`config.mk`:
```
export PLATFORM = sky130hd
export DESIGN_NAME = cpp_dist
export DESIGN_NICKNAME = d
export VERILOG_FILES = /design/src/hw/rtl/cpp_dist.sv
export SDC_FILE = /design/constraint.sdc
export NUM_CORES = 2
export LEC_CHECK = 0
export ABC_AREA = 1
export BUFFER_PORTS_ARGS = -buffer_cell sky130_fd_sc_hd__clkbuf_2
export CAP_MARGIN = 10
export CORE_UTILIZATION = 48
export CTS_CLUSTER_DIAMETER = 30
export CTS_CLUSTER_SIZE = 10
export DETAILED_ROUTE_END_ITERATION = 6
export PLACE_DENSITY_LB_ADDON = 0.05
export SETUP_SLACK_MARGIN = 0.3
export SYNTH_ARGS = -nofsm -noshare
export SYNTH_HDL_FRONTEND = slang
export SYNTH_SLANG_ARGS = --single-unit
```
`constraint.sdc`:
```
create_clock -name aclk -period 5.7 [get_ports aclk]
set_input_delay 0.57 -clock aclk [delete_from_list [all_inputs] [get_ports aclk]]
set_output_delay 0.57 -clock aclk [all_outputs]
set_load 0.02 [all_outputs]
```
`src/hw/rtl/cpp_dist.sv`:
```
// Chain of three stage cells: abs difference, square, sum of squares.
module cpp_dist #(
    parameter int COORD_BITS = 16,
    parameter int TAG_BITS   = 10
) (
    input  logic                      aclk,
    input  logic                      aresetn,
    input  logic                      in_valid,
    input  logic [TAG_BITS-1:0]       in_tag,
    input  logic [2:0]                in_nb,
    input  logic [3*COORD_BITS-1:0]   in_point,
    input  logic [3*COORD_BITS-1:0]   cand,
    output logic                      out_valid,
    output logic [TAG_BITS-1:0]       out_tag,
    output logic [2:0]                out_nb,
    output logic [2*COORD_BITS+1:0]   out_d2,
    output logic                      busy
);

    localparam int CB = COORD_BITS;
    localparam int SQ = 2 * COORD_BITS;

    logic              v1_reg, v2_reg, v3_reg;
    logic [TAG_BITS-1:0] t1_reg, t2_reg, t3_reg;
    logic [2:0]        n1_reg, n2_reg, n3_reg;
    logic [CB-1:0]     dif_reg [3];
    logic [CB-1:0]     dif_next [3];
    logic [SQ-1:0]     sq_reg [3];
    logic [SQ+1:0]     sum_reg;

    always_comb begin
        for (int a = 0; a < 3; a++) begin
            if (cand[a*CB +: CB] > in_point[a*CB +: CB]) begin
                dif_next[a] = cand[a*CB +: CB] - in_point[a*CB +: CB];
            end else begin
                dif_next[a] = in_point[a*CB +: CB] - cand[a*CB +: CB];
            end
        end
    end

    always_ff @(posedge aclk) begin
        if (!aresetn) begin
            v1_reg <= 1'b0;
            v2_reg <= 1'b0;
            v3_reg <= 1'b0;
        end else begin
            v1_reg <= in_valid;
            v2_reg <= v1_reg;
            v3_reg <= v2_reg;
        end
        t1_reg <= in_tag;
        n1_reg <= in_nb;
        t2_reg <= t1_reg;
        n2_reg <= n1_reg;
        t3_reg <= t2_reg;
        n3_reg <= n2_reg;
        for (int a = 0; a < 3; a++) begin
            dif_reg[a] <= dif_next[a];
            sq_reg[a]  <= SQ'(dif_reg[a]) * SQ'(dif_reg[a]);
        end
        sum_reg <= (SQ+2)'(sq_reg[0]) + (SQ+2)'(sq_reg[1]) + (SQ+2)'(sq_reg[2]);
    end

    assign out_valid = v3_reg;
    assign out_tag   = t3_reg;
    assign out_nb    = n3_reg;
    assign out_d2    = sum_reg;
    assign busy      = v1_reg | v2_reg | v3_reg;

endmodule

```
Yosys cells after proc, flatten, opt, wreduce, memory -nomap -nowiden
Memories as Yosys holds them, arrays and structs flattened.
Index checks and enable logic that the tools add are counted.
{ "word_totals": {"register_bits": 76, "latchBits": 0, "ramBits": 144, "rom_bits": 0, "input_bits": 112, "out_inout_bits": 49, "memories": 2} }
{ "memory_table": {"columns": ["memory", "depth", "word_bits", "read_ports", "rd_clocked_by_memory_dff", "wr", "line", "rtl"], "rows": [
  ["sq_reg", 3, 32, 3, 0, 3, "28", "logic [SQ-1:0] sq_reg [3];"],
  ["dif_reg", 3, 16, 3, 0, 3, "26", "logic [CB-1:0] dif_reg [3];"]
]} }
{ "classes": {"add_sub_neg": 8, "mul": 3, "div": 0, "order_cmp": 3, "eq_ne": 0, "shift": 0, "muxes": 3, "bitwise_logic": 2, "n_reduce_logical": 0} }
{ "op_table": {"columns": ["cell", "count"], "rows": [
  ["$mul A16 B16 Y32", 3],
  ["$sub A16 B16 Y16", 6],
  ["$gt A16 B16 Y1", 3],
  ["$mux W16", 3],
  ["$add A33 B32 Y34", 1],
  ["$add A32 B32 Y33", 1],
  ["$or A1 B1 Y1", 2]
]} }

Depth between registers and ports, before layout
{ "logic_depth": {"depth_word": 2, "ltp_mapped": 27} }

Worst setup path after synthesis
No wires, ideal clock.
{ "synth_path": {"kind": "register to register", "from": "memory dif_reg[0][43] in the netlist's numbering", "to": "memory sq_reg[0][91] in the netlist's numbering", "setup_ps": 113, "arrival_ps": 5063, "t_required_ps": 5587, "slack_ps": 524, "stages_incl_launch_ff": 21, "synth_period_minus_slack_ps": 5176, "cell_sequence": "dfxtp_1 > clkbuf_1 > clkbuf_1 > nand2_1 > fa_1 > inv_1 > fa_1 > fa_1 > fa_1 > fa_1 > inv_1 > fa_1 > inv_1 > ha_1 > nand2_1 > nor2_1 > inv_1 > o21bai_1 > nand2_1 > nand4_1 > nand2_1"} }
{ "synth_lines": {"columns": ["element", "line"], "rows": [
  ["from (decl)", "26"],
  ["to (decl)", "28"]
]} }

==> out/metrics.csv <==
stage,metric,value,unit
yosys,synth_top_area_share,0.279,
setup_path,critical-path-max-stage-delay,0.55,ns
timing,finalHoldViolations,0,
floorplanning,die_x,282,um
yosys,synthDistinctLibCells,37,
floorplanning,rows,102,
setup_path,critPathTopFamily,adder cells,
global_routing,grt_antenna_before_repair,0,
clock_tree,path_clk_slew,0.05,ns
clock_tree,cts-buffers-inserted,54,
route,drc,0,
route,drtIter0Drc,1371,
status,outcome,completed,
timing,period_needed,5.20,ns
setup_path,path_class,reg2reg,
layout,final_cell_mix,"nand2_1 (1659), inv_1 (1534), fa_1 (524)",
layout,drive_gt1_frac,0.0941,
yosys,ys_top_cells_by_area,"fa_1 (28%), nand2_1 (17%), inv_1 (15%)",
setup_path,end_kind,flop,
floorplanning,die_h,282,um
layout,nNetsFinal,6569,
clock_tree,root_buffer,clkbuf_16,
clock_tree,ctsLongestPathBuffers,3,
layout,layout_commonest_cell,nand2_1,
setup_path,cp_data_required_time,6.19,ns
floorplanning,die_area,79500,um2
clock_tree,htree_levels,2,
global_routing,grt_usage,0.232,
floorplanning,io_pins,161,
floorplanning,fp.coreArea,77500,um2
clock_tree,cts.sinks,217,
min_path,holdCritPathClass,in2reg,
yosys,synth_top_cell_by_area,fa_1,
clock_tree,clock_latency,0.61,ns
timing,fmax,192,MHz
route,avgRoutedWirePerCell,13.3,um
place,place_ws,0.00742,ns
setup_path,cp_slowest_cell,fa_1,
global_routing,grt_pass1_vias,30500,
yosys,synthFlopType,dfxtp_1,
setup_path,cp-start-kind,flop,
timing,setup_ws,0.498,ns
yosys,seq_area_frac_synth,0.116,
place,io_buffer_count,160,
timing,period_share,0.913,
timing,slew_viol_final,0,
timing,setup_viol,0,
route,viasPerCell,4.62,
setup_path,cp.arrival,5.69,ns
timing,setup_tns,0,ns
global_routing,gr-total-overflow,0,
setup_path,crit_chain,buf_4 -> nand2_1 -> fa_1 -> inv_1 -> fa_1 -> fa_1 -> fa_1 -> fa_1 -> inv_1 -> fa_1 -> inv_1 -> ha_1 -> nand2_1 -> nor2_2 -> nand2_1 -> nor2_1 -> nand2_1 -> nand4_1 -> nand2_1,
place,gp_congestion,0.895,
timing,max-slew-margin-rel,0.583,
yosys,syn_inst,5338,
route,wl,87.5,mm
timing,grt_setup_unrepaired,yes,
global_routing,grt_pass1_wl,149,mm
setup_path,r2r_slack,0.50,ns
route,num_vias,30500,
yosys,synth.cell_area,37600,um2
setup_path,crit_path_frequent_cell,fa_1,
setup_path,critPathMaxFanout,10,
timing,fin_skew,0.0415,ns
global_routing,grt_max_degree,24,
run,maxCapViolations,0,
timing,worst_pin_slew,0.623,ns
place,place_hpwl,76.7,mm
place,dp_cells,6487,
layout,post-route-util,0.543,
setup_path,critical_path_buf_inv_count,4,
clock_tree,tritoncts,built,
layout,largest_register_ffs,93,
yosys,synth_edf_count,0,
route,firstDrtPassIters,5,
yosys,yosysWarnings,0,
floorplanning,start_util,0.485,
yosys,synth_seq_cells,217,
route,ant_nets,0,
layout,syn2layout_area_growth,12.0,%
layout,layoutNonFillerInstCount,6590,
yosys,ys_async_sr_fraction,0,
layout,num_antenna_cells,0,
yosys,synth.avg_cell_area,7.04,um2
-- cell type report --
cell class | instances | area [um2]
multi-input cells | 3460 | 27300
repair buffers | 228 | 1350
well taps | 1040 | 1300
clock inverters | 40 | 531
clock buffers | 62 | 1400
inverters | 1543 | 5790
flip-flops and latches | 217 | 4430
fillers | 7835 | 35400
-- path summary, 6_finish.rpt --
path	startpoint	to	cells past startpoint
setup / recovery	dif_reg[0][40]	sq_reg[0][88]	19
hold / removal	in_tag[8]	t1_reg[8]	1
setup reg to reg	dif_reg[0][40]	sq_reg[0][88]	19
hold reg to reg	t1_reg[9]	t2_reg[9]	0
-- kinds of logic (layout without fill, tap and decap cells) --
kind of cell	after synthesis	after routing	share of synthesized area
flops	217	217	0.116
compound gates	203	203	0.0316
xor+xnor	144	144	0.0335
simple gates	2157	2157	0.229
buf+inv	1663	1873	0.168
other cells	1	3	0.0000997
fa+ha+maj	953	953	0.422
-- cells in the mapped netlist, types with 8 or more instances --
cell type,instances
a21oi_1,139
nand2_2,17
nor2_1,207
o21ai_2,21
buf_2,8
nand3_1,184
clkbuf_2,12
inv_1,1534
xor2_1,109
inv_2,9
or2_2,8
o21bai_1,30
dfxtp_1,217
ha_1,429
nand3_2,9
xnor2_1,35
nor3_1,15
nand4_1,25
nand2_1,1671
fa_1,524
clkbuf_1,89
-- stage by stage --
stage	hold slack (ns)	area (um2)
after floorplan	0.310	37600
after global placement	0.310	39700
after detailed placement	0.312	39700
after CTS	0.0252	41600
after global routing	0.0347	42100
final	0.0644	42100
-- worst register-to-register path: cells and delay by family, from the launching register on --
family,cells,cell delay (ns)
adders and majority gates,7,3.32
buffers and inverters,4,0.38
DFF,1,0.43
and+or+nand+nor,8,1.01
-- metal layers --
metal | part of all wire | track usage
met5 | 0 | 0
met4 | 0.021 | 0.0573
met3 | 0.047 | 0.0249
met2 | 0.46 | 0.385
met1 | 0.48 | 0.322
-- repair_timing --
action	4_1_cts	5_1_grt
hold buffers	0	0
setup buffers	0	1
pin swaps	0	5
endpoints found under the setup margin	40	61
gates resized for setup	21	135
Power is not shown: default switching activity piles up to over one toggle a cycle in this logic, so the estimate is an artifact.
