[src/hw/rtl/cpp_ram.sv]
// Generic single write port RAM with registered read.
module cpp_ram #(
    parameter int WIDTH = 8,
    parameter int DEPTH = 16
) (
    input  logic                     aclk,
    input  logic                     we,
    input  logic [$clog2(DEPTH)-1:0] waddr,
    input  logic [WIDTH-1:0]         wdata,
    input  logic [$clog2(DEPTH)-1:0] raddr,
    output logic [WIDTH-1:0]         rdata
);

    logic [WIDTH-1:0] mem [DEPTH];
    logic [WIDTH-1:0] rdata_reg;

    always_ff @(posedge aclk) begin
        if (we) begin
            mem[waddr] <= wdata;
        end
        rdata_reg <= mem[raddr];
    end

    assign rdata = rdata_reg;

endmodule

[config.mk]
export PLATFORM = sky130hd
export DESIGN_NAME = cpp_ram
export DESIGN_NICKNAME = d
export VERILOG_FILES = /design/src/hw/rtl/cpp_ram.sv
export SDC_FILE = /design/constraint.sdc
export NUM_CORES = 1
export LEC_CHECK = 0
export ABC_AREA = 1
export BUFFER_PORTS_ARGS = -buffer_cell sky130_fd_sc_hd__buf_2
export CAP_MARGIN = 20
export CORE_UTILIZATION = 55
export DETAILED_ROUTE_END_ITERATION = 7
export GPL_TIMING_DRIVEN = 0
export PLACE_DENSITY = 0.84
export SYNTH_ARGS = -nofsm -noshare
export SYNTH_HDL_FRONTEND = slang
export SYNTH_SLANG_ARGS = --single-unit
export TNS_END_PERCENT = 5
[constraint.sdc]
create_clock -name aclk -period 1.1 [get_ports aclk]
set_input_delay 0.11 -clock aclk [delete_from_list [all_inputs] [get_ports aclk]]
set_output_delay 0.11 -clock aclk [all_outputs]
set_load 0.02 [all_outputs]
# --- After elaboration in Yosys (flattened, before gate mapping) ---
# Memory sizes are Yosys's and may differ from the RTL's. A register that Yosys moved wholly into a read port is not among the register bits.
# Cells that the tools add are included.
word_totals:
  register_bits: 0
  mem_bits_rw: 128
  in_bits: 18
  word_cells: 3
  mem_count: 1
classes:
  mux: 2
memory_table:
  columns: ["name", "words", "width", "read_ports", "rd_ports_with_merged_regs", "write_ports", "line", "text"]
  rows:
  - ["mem", 16, 8, 1, 1, 1, "14", "logic [WIDTH-1:0] mem [DEPTH];"]
ops:
  columns: ["operator", "n"]
  rows:
  - ["$mux 1", 2]

# --- Logic depth before layout (Yosys ltp) ---
# Gate-level depths: netlist (run 1).
logic_depth:
  ltp_word: 2
  mapped_depth: 8
  ltp_nobuf: 7

# --- Worst setup path before layout (run 1) ---
# No wires, ideal clock.
synth_path:
  kind: "in2reg"
  from: "in waddr[3]"
  to: "mem mem[4][0], enable pin"
  arrival_ns: 0.691
  path_slack_ns: 0.039
  path_stages: 2
  n_path_buf: 0
  path_cell_list: "nand3b_1 -> nor2_1"
synth_rtl:
  columns: ["element", "line", "text"]
  rows:
  - ["from (decl)", "8", "input logic [$clog2(DEPTH)-1:0] waddr,"]
  - ["to (decl)", "14", null]
# Straight into the memory's write port.

# --- Worst setup path in the final report (run 1) ---
layout_path:
  from: "in waddr[3]"
  to: "mem mem[7][6], enable pin"
# Straight into the memory's write port.

==> impl_results.md, run 1 <==
* Worst Skew at 4.49 ps
* Largest area contributor in the netlist: edfxtp_1
* # diodes at 0
* Worst path required time at 1250 ps
* Crit path capture type: flip-flop
* Critical setup path kind: input pin to flip-flop
* Relative slew slack at 0.356
* Top cells by count, synth: 173 x nand2_1, 128 x edfxtp_1, 100 x inv_1
* Peak supply drop at 0.880 mV
* WHS at 15.1 ps
* WL final at 14.4 mm
* Final setup fails at 8
* Most common cell in the netlist: nand2_1
* Rows at 37
* First-pass GRT wire length at 22.2 mm
* Reg2Reg Depth at 6
* Register clock-pin slew on the reported worst setup and hold paths at 60 ps
* IO Count at 26
* Final Hold Fails at 0
* Period utilization at 1.01
* Power per cell area at 1830 mW/mm2
* Vias/cell at 5.69
* Startpoint Class: input pin
* CP Max Fanout at 8
* Worst-Margin Slew at 962 ps
* RSZ-0062 raised after global routing: true
* Area Overhead vs Synth at 16.7%
* Hold path endpoint: mem[13][1]$_DFFE_PP_
* Routability cong. at 0.905
* Final core occ at 0.658
* Grt ovf at 0
* Reg2reg end: rdata[5]$_DFF_P_
* Initial DRC count at 582
* Root Driver: clkbuf_8
* Status: finished with violations
* Nets at 614
* Top-area cell type share of the netlist area at 0.667
* Pre-antenna DRT Iters at 8
* Synthesized cell area at 0.00577 mm2
* Port buffer count at 22
* Final worst slack at -13.4 ps
* Max_cap viols at 0
* EDFF count, synth at 128
* Dpl ws at -552 ps
* Violated checks: design-rule violations, negative setup slack
* Worst hold path depth at 1
* R2r setup slk at 20 ps
* Die Width at 104 um
* Top cells by area, synth: edfxtp_1 67%, nand2_1 11%, nand3_1 8.4%, inv_1 6.5%, dfxtp_1 2.8%
* Setup TNS at -86.8 ps
* Count of pins over their slew limit at 0
* Fin cells at 743
* Netlist cell types at 12
* Yosys warns at 0
* Vias in the first global route at 4,062
* Initial antenna violation count at 0
* Syn nets at 569
* Fmax at 898 MHz
* Routed len/inst at 19.4 um
* Clock Path Buffers at 2
* Num CTS Buffers at 17
* Hold WC Path Type: input pin to flip-flop
* Seq/Total Area, Yosys at 0.694
* Overall die height at 104 um
* Die Area at 0.0109 mm2
* Antenna viol nets, final at 0
* Initial Util at 0.564
* Routed via count at 4,230
* CTS sink cnt at 136
* Cells after Synth at 551
* Layout cells sized above 1 at 0.133
* Top FF cell, synth: edfxtp_1
* # H-tree levels at 4
* R2R Path Start: mem[11][5]$_DFFE_PP_
* CTS tree: built
* Worst Min Path Start: wdata[1]
* Asr flop ratio synth at 0
* LEAKAGE at 0.00292 uW
* Avg Cell Area, Syn at 10.5 um2
* Critical path arrival at 1260 ps
* Total GRT Usage at 0.280
* Largest net degree at the start of global routing at 17
* Worst-Skew Late Latency at 530 ps
* Number of synthesized register bits at 136
* Core area at 0.0102 mm2
* Placed Cells at 709
* Post-detail-place hpwl at 8.88 mm
* Largest register FFs at 128
* Setup Buffers After CTS at 0
* Clock period minus worst slack at 1110 ps
* # DRC at 2
## what timing repair did
action                                 4_1_cts  5_1_grt
setup endpoints to repair                    5       20
endpoints found under the hold margin       64        0
pin swaps                                    0        0
gates resized for setup                      5       19
hold buffers                                 4        0
## cell type report
cell class	instances	area [um2]
clock buffer	18	418
sequential	136	4010
tap	136	170
timing repair buffer	26	193
clock inverter	12	159
multi-input combinational	289	1230
fill	713	3500
inverter	102	383
buffer	24	166
## worst max-delay path by stage
stage                startpoint             endpoint  slack [ps]
2_1_floorplan          waddr[3]  mem[4][0]$_DFFE_PP_          40
3_3_place_gp           waddr[3]  mem[4][0]$_DFFE_PP_        -470
3_5_place_dp           waddr[3]  mem[4][3]$_DFFE_PP_        -550
4_1_cts        rdata[2]$_DFF_P_             rdata[2]         0.2
5_1_grt                waddr[3]  mem[7][6]$_DFFE_PP_         -30
6_report               waddr[3]  mem[7][6]$_DFFE_PP_         -10
## per-stage QoR
step | area [um2] | power [uW]
after global routing | 6730 | 12600
after CTS | 6680 | 12300
final | 6730 | 12300
after global placement | 6050 | 6670
after floorplan | 5770 | 6380
after detailed placement | 6050 | 6700
## metal layers
| layer | up-vias | global-route usage | part of all wire |
|---|---|---|---|
| met5 | - | 0 | 0 |
| met4 | 0 | 0.182 | 0.049 |
| li1 | 1864 | - | - |
| met1 | 1959 | 0.368 | 0.37 |
| met2 | 349 | 0.428 | 0.46 |
| met3 | 58 | 0.0545 | 0.12 |
## power by group
group	internal [uW]	switching [uW]
registers	5800	35.5
clock network	3610	2030
logic	268	585
total	9670	2650
## placed cells by master (no fill, tap or decap)
master         Yosys  routed
nand2_1          173     173
edfxtp_1         128     128
inv_1            100     100
nand3_1           97      94
buf_2             13      27
clkbuf_16          0      16
nor2_1            17      15
buf_6              6      12
buf_4              4       6
clkinv_1           0       5
dfxtp_2            0       5
bufinv_16          0       4
dlygate4sd3_1      0       4
nand3_2            0       3
dfxtp_1            8       3
inv_2              2       2
nand3b_1           2       2
nor2_2             0       2
clkinvlp_4         0       2
buf_1              1       1
clkbuf_8           0       1
clkbuf_1           0       1
clkinv_2           0       1
## kinds of logic after synthesis
| kind of cell | Yosys count | share of synthesized area |
|---|---|---|
| and+or+nand+nor | 289 | 0.210 |
| DFF | 136 | 0.694 |
| buffers and inverters | 126 | 0.0952 |
## worst max-delay path: stages
cell and delay (ps):
buf_2 120, nand3b_1 260, nor2_1 770
No activity file was read; power rests on OpenSTA's default activity.
==> inputs of run 2 (changes only) <==
Settings changed: CTS_CLUSTER_DIAMETER set to 150.
Clock period 1.1 ns to 1 ns, I/O delays scaled along.
==> impl_results.md, run 2 (same netlist as run 1, synthesis figures left out) <==
* Max_cap viols at 0 (unchanged)
* Layout cells sized above 1 at 0.215 (+0.0820)
* Initial Util at 0.564 (unchanged)
* Most frequent cells in the layout: 166 x nand2_1, 128 x edfxtp_1, 98 x inv_1, 61 x nand3_1, 36 x nand3_2
* Initial DRC count at 539 (-7.4%)
* First-pass GRT wire length at 22.2 mm (-0.25%)
* Clock Path Buffers at 2 (unchanged)
* Overall die height at 104 um (unchanged)
* Grt ovf at 0 (unchanged)
* Worst-Skew Late Latency at 530 ps (about the same)
* Fin cells at 744 (+0.13%)
* Total GRT Usage at 0.279 (-0.000969)
* Violated checks: design-rule violations, negative setup slack
* Antenna viol nets, final at 0 (unchanged)
* WL final at 14.9 mm (+3.6%)
* # diodes at 0 (unchanged)
* Crit path capture type: primary output
* Reg2Reg Depth at 6 (unchanged)
* Pre-antenna DRT Iters at 8 (unchanged)
* Worst Min Path Start: wdata[5]
* Rows at 37 (unchanged)
* CP max-delay cell: dfxtp_2
* Critical path arrival at 960 ps (-300 ps)
* IO Count at 26 (unchanged)
* CTS sink cnt at 136 (unchanged)
* Startpoint Class: flip-flop
* CP Buf/Inv Count at 1 (unchanged)
* Worst path required time at 900 ps (-350 ps)
* Die Width at 104 um (unchanged)
* Peak supply drop at 0.984 mV (+12%)
* Initial antenna violation count at 0 (unchanged)
* Final setup fails at 13 (+5)
* CP top delay family: flip-flops
* Seq pwr share at 0.470 (-0.004)
* Count of pins over their slew limit at 0 (unchanged)
* Switch Pwr at 2990 uW (+13%)
* # DRC at 2 (unchanged)
* Pint at 10,700 uW (+10%)
* Routed len/inst at 20.1 um (+3.5%)
* Power per cell area at 1970 mW/mm2 (+7.5%)
* Post-detail-place hpwl at 8.88 mm (unchanged)
* Nets at 615 (+0.16%)
* Final worst slack at -62.5 ps (-49.1 ps)
* Worst-path cell chain: buf_6
* Period utilization at 1.06
* Worst setup path start: rdata[7]$_DFF_P_
* Switching Share at 0.219 (+0.00406)
* Fmax at 941 MHz
* Crit. path cell count at 1 (-2)
* Logic pwr share at 0.075 (+0.006)
* Root Driver: clkbuf_8
* Clock share of power at 0.455 (-0.002)
* Die Area at 0.0109 mm2 (unchanged)
* Vias/cell at 5.64 (-1.0%)
* Worst hold path depth at 1 (unchanged)
* Largest net degree at the start of global routing at 17 (unchanged)
* Worst-Margin Slew at 850 ps (-113 ps)
* Area Overhead vs Synth at 20.5%
* Max incr delay on CP at 310 ps (-460 ps)
* Worst Skew at 4.90 ps (+0.402 ps)
* Final Hold Fails at 0 (unchanged)
* LEAKAGE at 0.00299 uW (+2.5%)
* CP Max Fanout at 1 (-7)
* Critical setup path kind: flip-flop to primary output
* Port buffer count at 22 (unchanged)
* Largest register FFs at 128 (unchanged)
* Power, Total at 13,700 uW (+11%)
* Num CTS Buffers at 17 (unchanged)
* # H-tree levels at 4 (unchanged)
* Setup Buffers After CTS at 0 (unchanged)
* Hold WC Path Type: input pin to flip-flop
* Clock period minus worst slack at 1060 ps
* Status: finished with violations
* Relative slew slack at 0.432 (+0.0753)
* CTS tree: built
* Routability cong. at 0.905 (unchanged)
* Core area at 0.0102 mm2 (unchanged)
* Most common cell after layout, fill and taps aside: nand2_1
* RSZ-0062 raised after global routing: true
* Routed via count at 4,193 (-0.87%)
* Register clock-pin slew on the reported worst setup and hold paths at 60 ps (about the same)
* Placed Cells at 709 (unchanged)
* Vias in the first global route at 4,045 (-0.42%)
* R2R Path Start: mem[15][1]$_DFFE_PP_
## run 2: area by class of cell
| cell class | instances | area, um2 |
|---|---|---|
| well taps | 136 | 170 |
| plain buffers | 24 | 166 |
| fillers | 683 | 3280 |
| clock inverters | 12 | 159 |
| clock buffers | 18 | 418 |
| multi-input cells | 289 | 1430 |
| repair buffers | 27 | 210 |
| flip-flops and latches | 136 | 4010 |
| inverters | 102 | 383 |
## run 2: metrics by stage
stage               utilization  area [um2]  TNS, ps  hold WS [ps]  setup WS [ps]
floorplan                     -        5770    -3880           199          -50.8
detailed placement        0.591        6050   -61480           516           -642
finish                    0.679        6950     -632          22.7          -62.5
CTS                       0.663        6790     -581       0.00788          -74.7
global placement          0.591        6050   -55890           510           -560
global route              0.679        6950     -924          17.0          -88.5
## run 2: final timing paths
| check | to | slack (ps) |
|---|---|---|
| worst min register to register | rdata[5]$_DFF_P_ | 720 |
| worst min-delay path | mem[10][5]$_DFFE_PP_ | 20 |
| worst max-delay path | rdata[7] | -60 |
| worst max register to register | rdata[1]$_DFF_P_ | -60 |
## run 2: metal layers
metal  up-vias  GRT usage  routed length [um]
met3        53     0.0526                1700
met4         0      0.167                 608
met5         -          0                   0
met2       320      0.432                7150
met1      1960      0.369                5470
li1       1860          -                   -
## run 2: power groups by stage
stage          clock network (uW)  registers [uW]  logic (uW)
4_1_cts                      6200            6420         935
3_3_place_gp                    0            6520         819
2_1_floorplan                   0            6570         450
5_1_grt                      6420            6440        1090
6_report                     6220            6420        1030
3_5_place_dp                    0            6520         844
## run 2: what timing repair did
item	CTS	global route
hold buffers	5	0
gates resized for setup	35	41
setup endpoints to repair	36	40
hold endpoints to repair	80	0
pin swaps	1	7
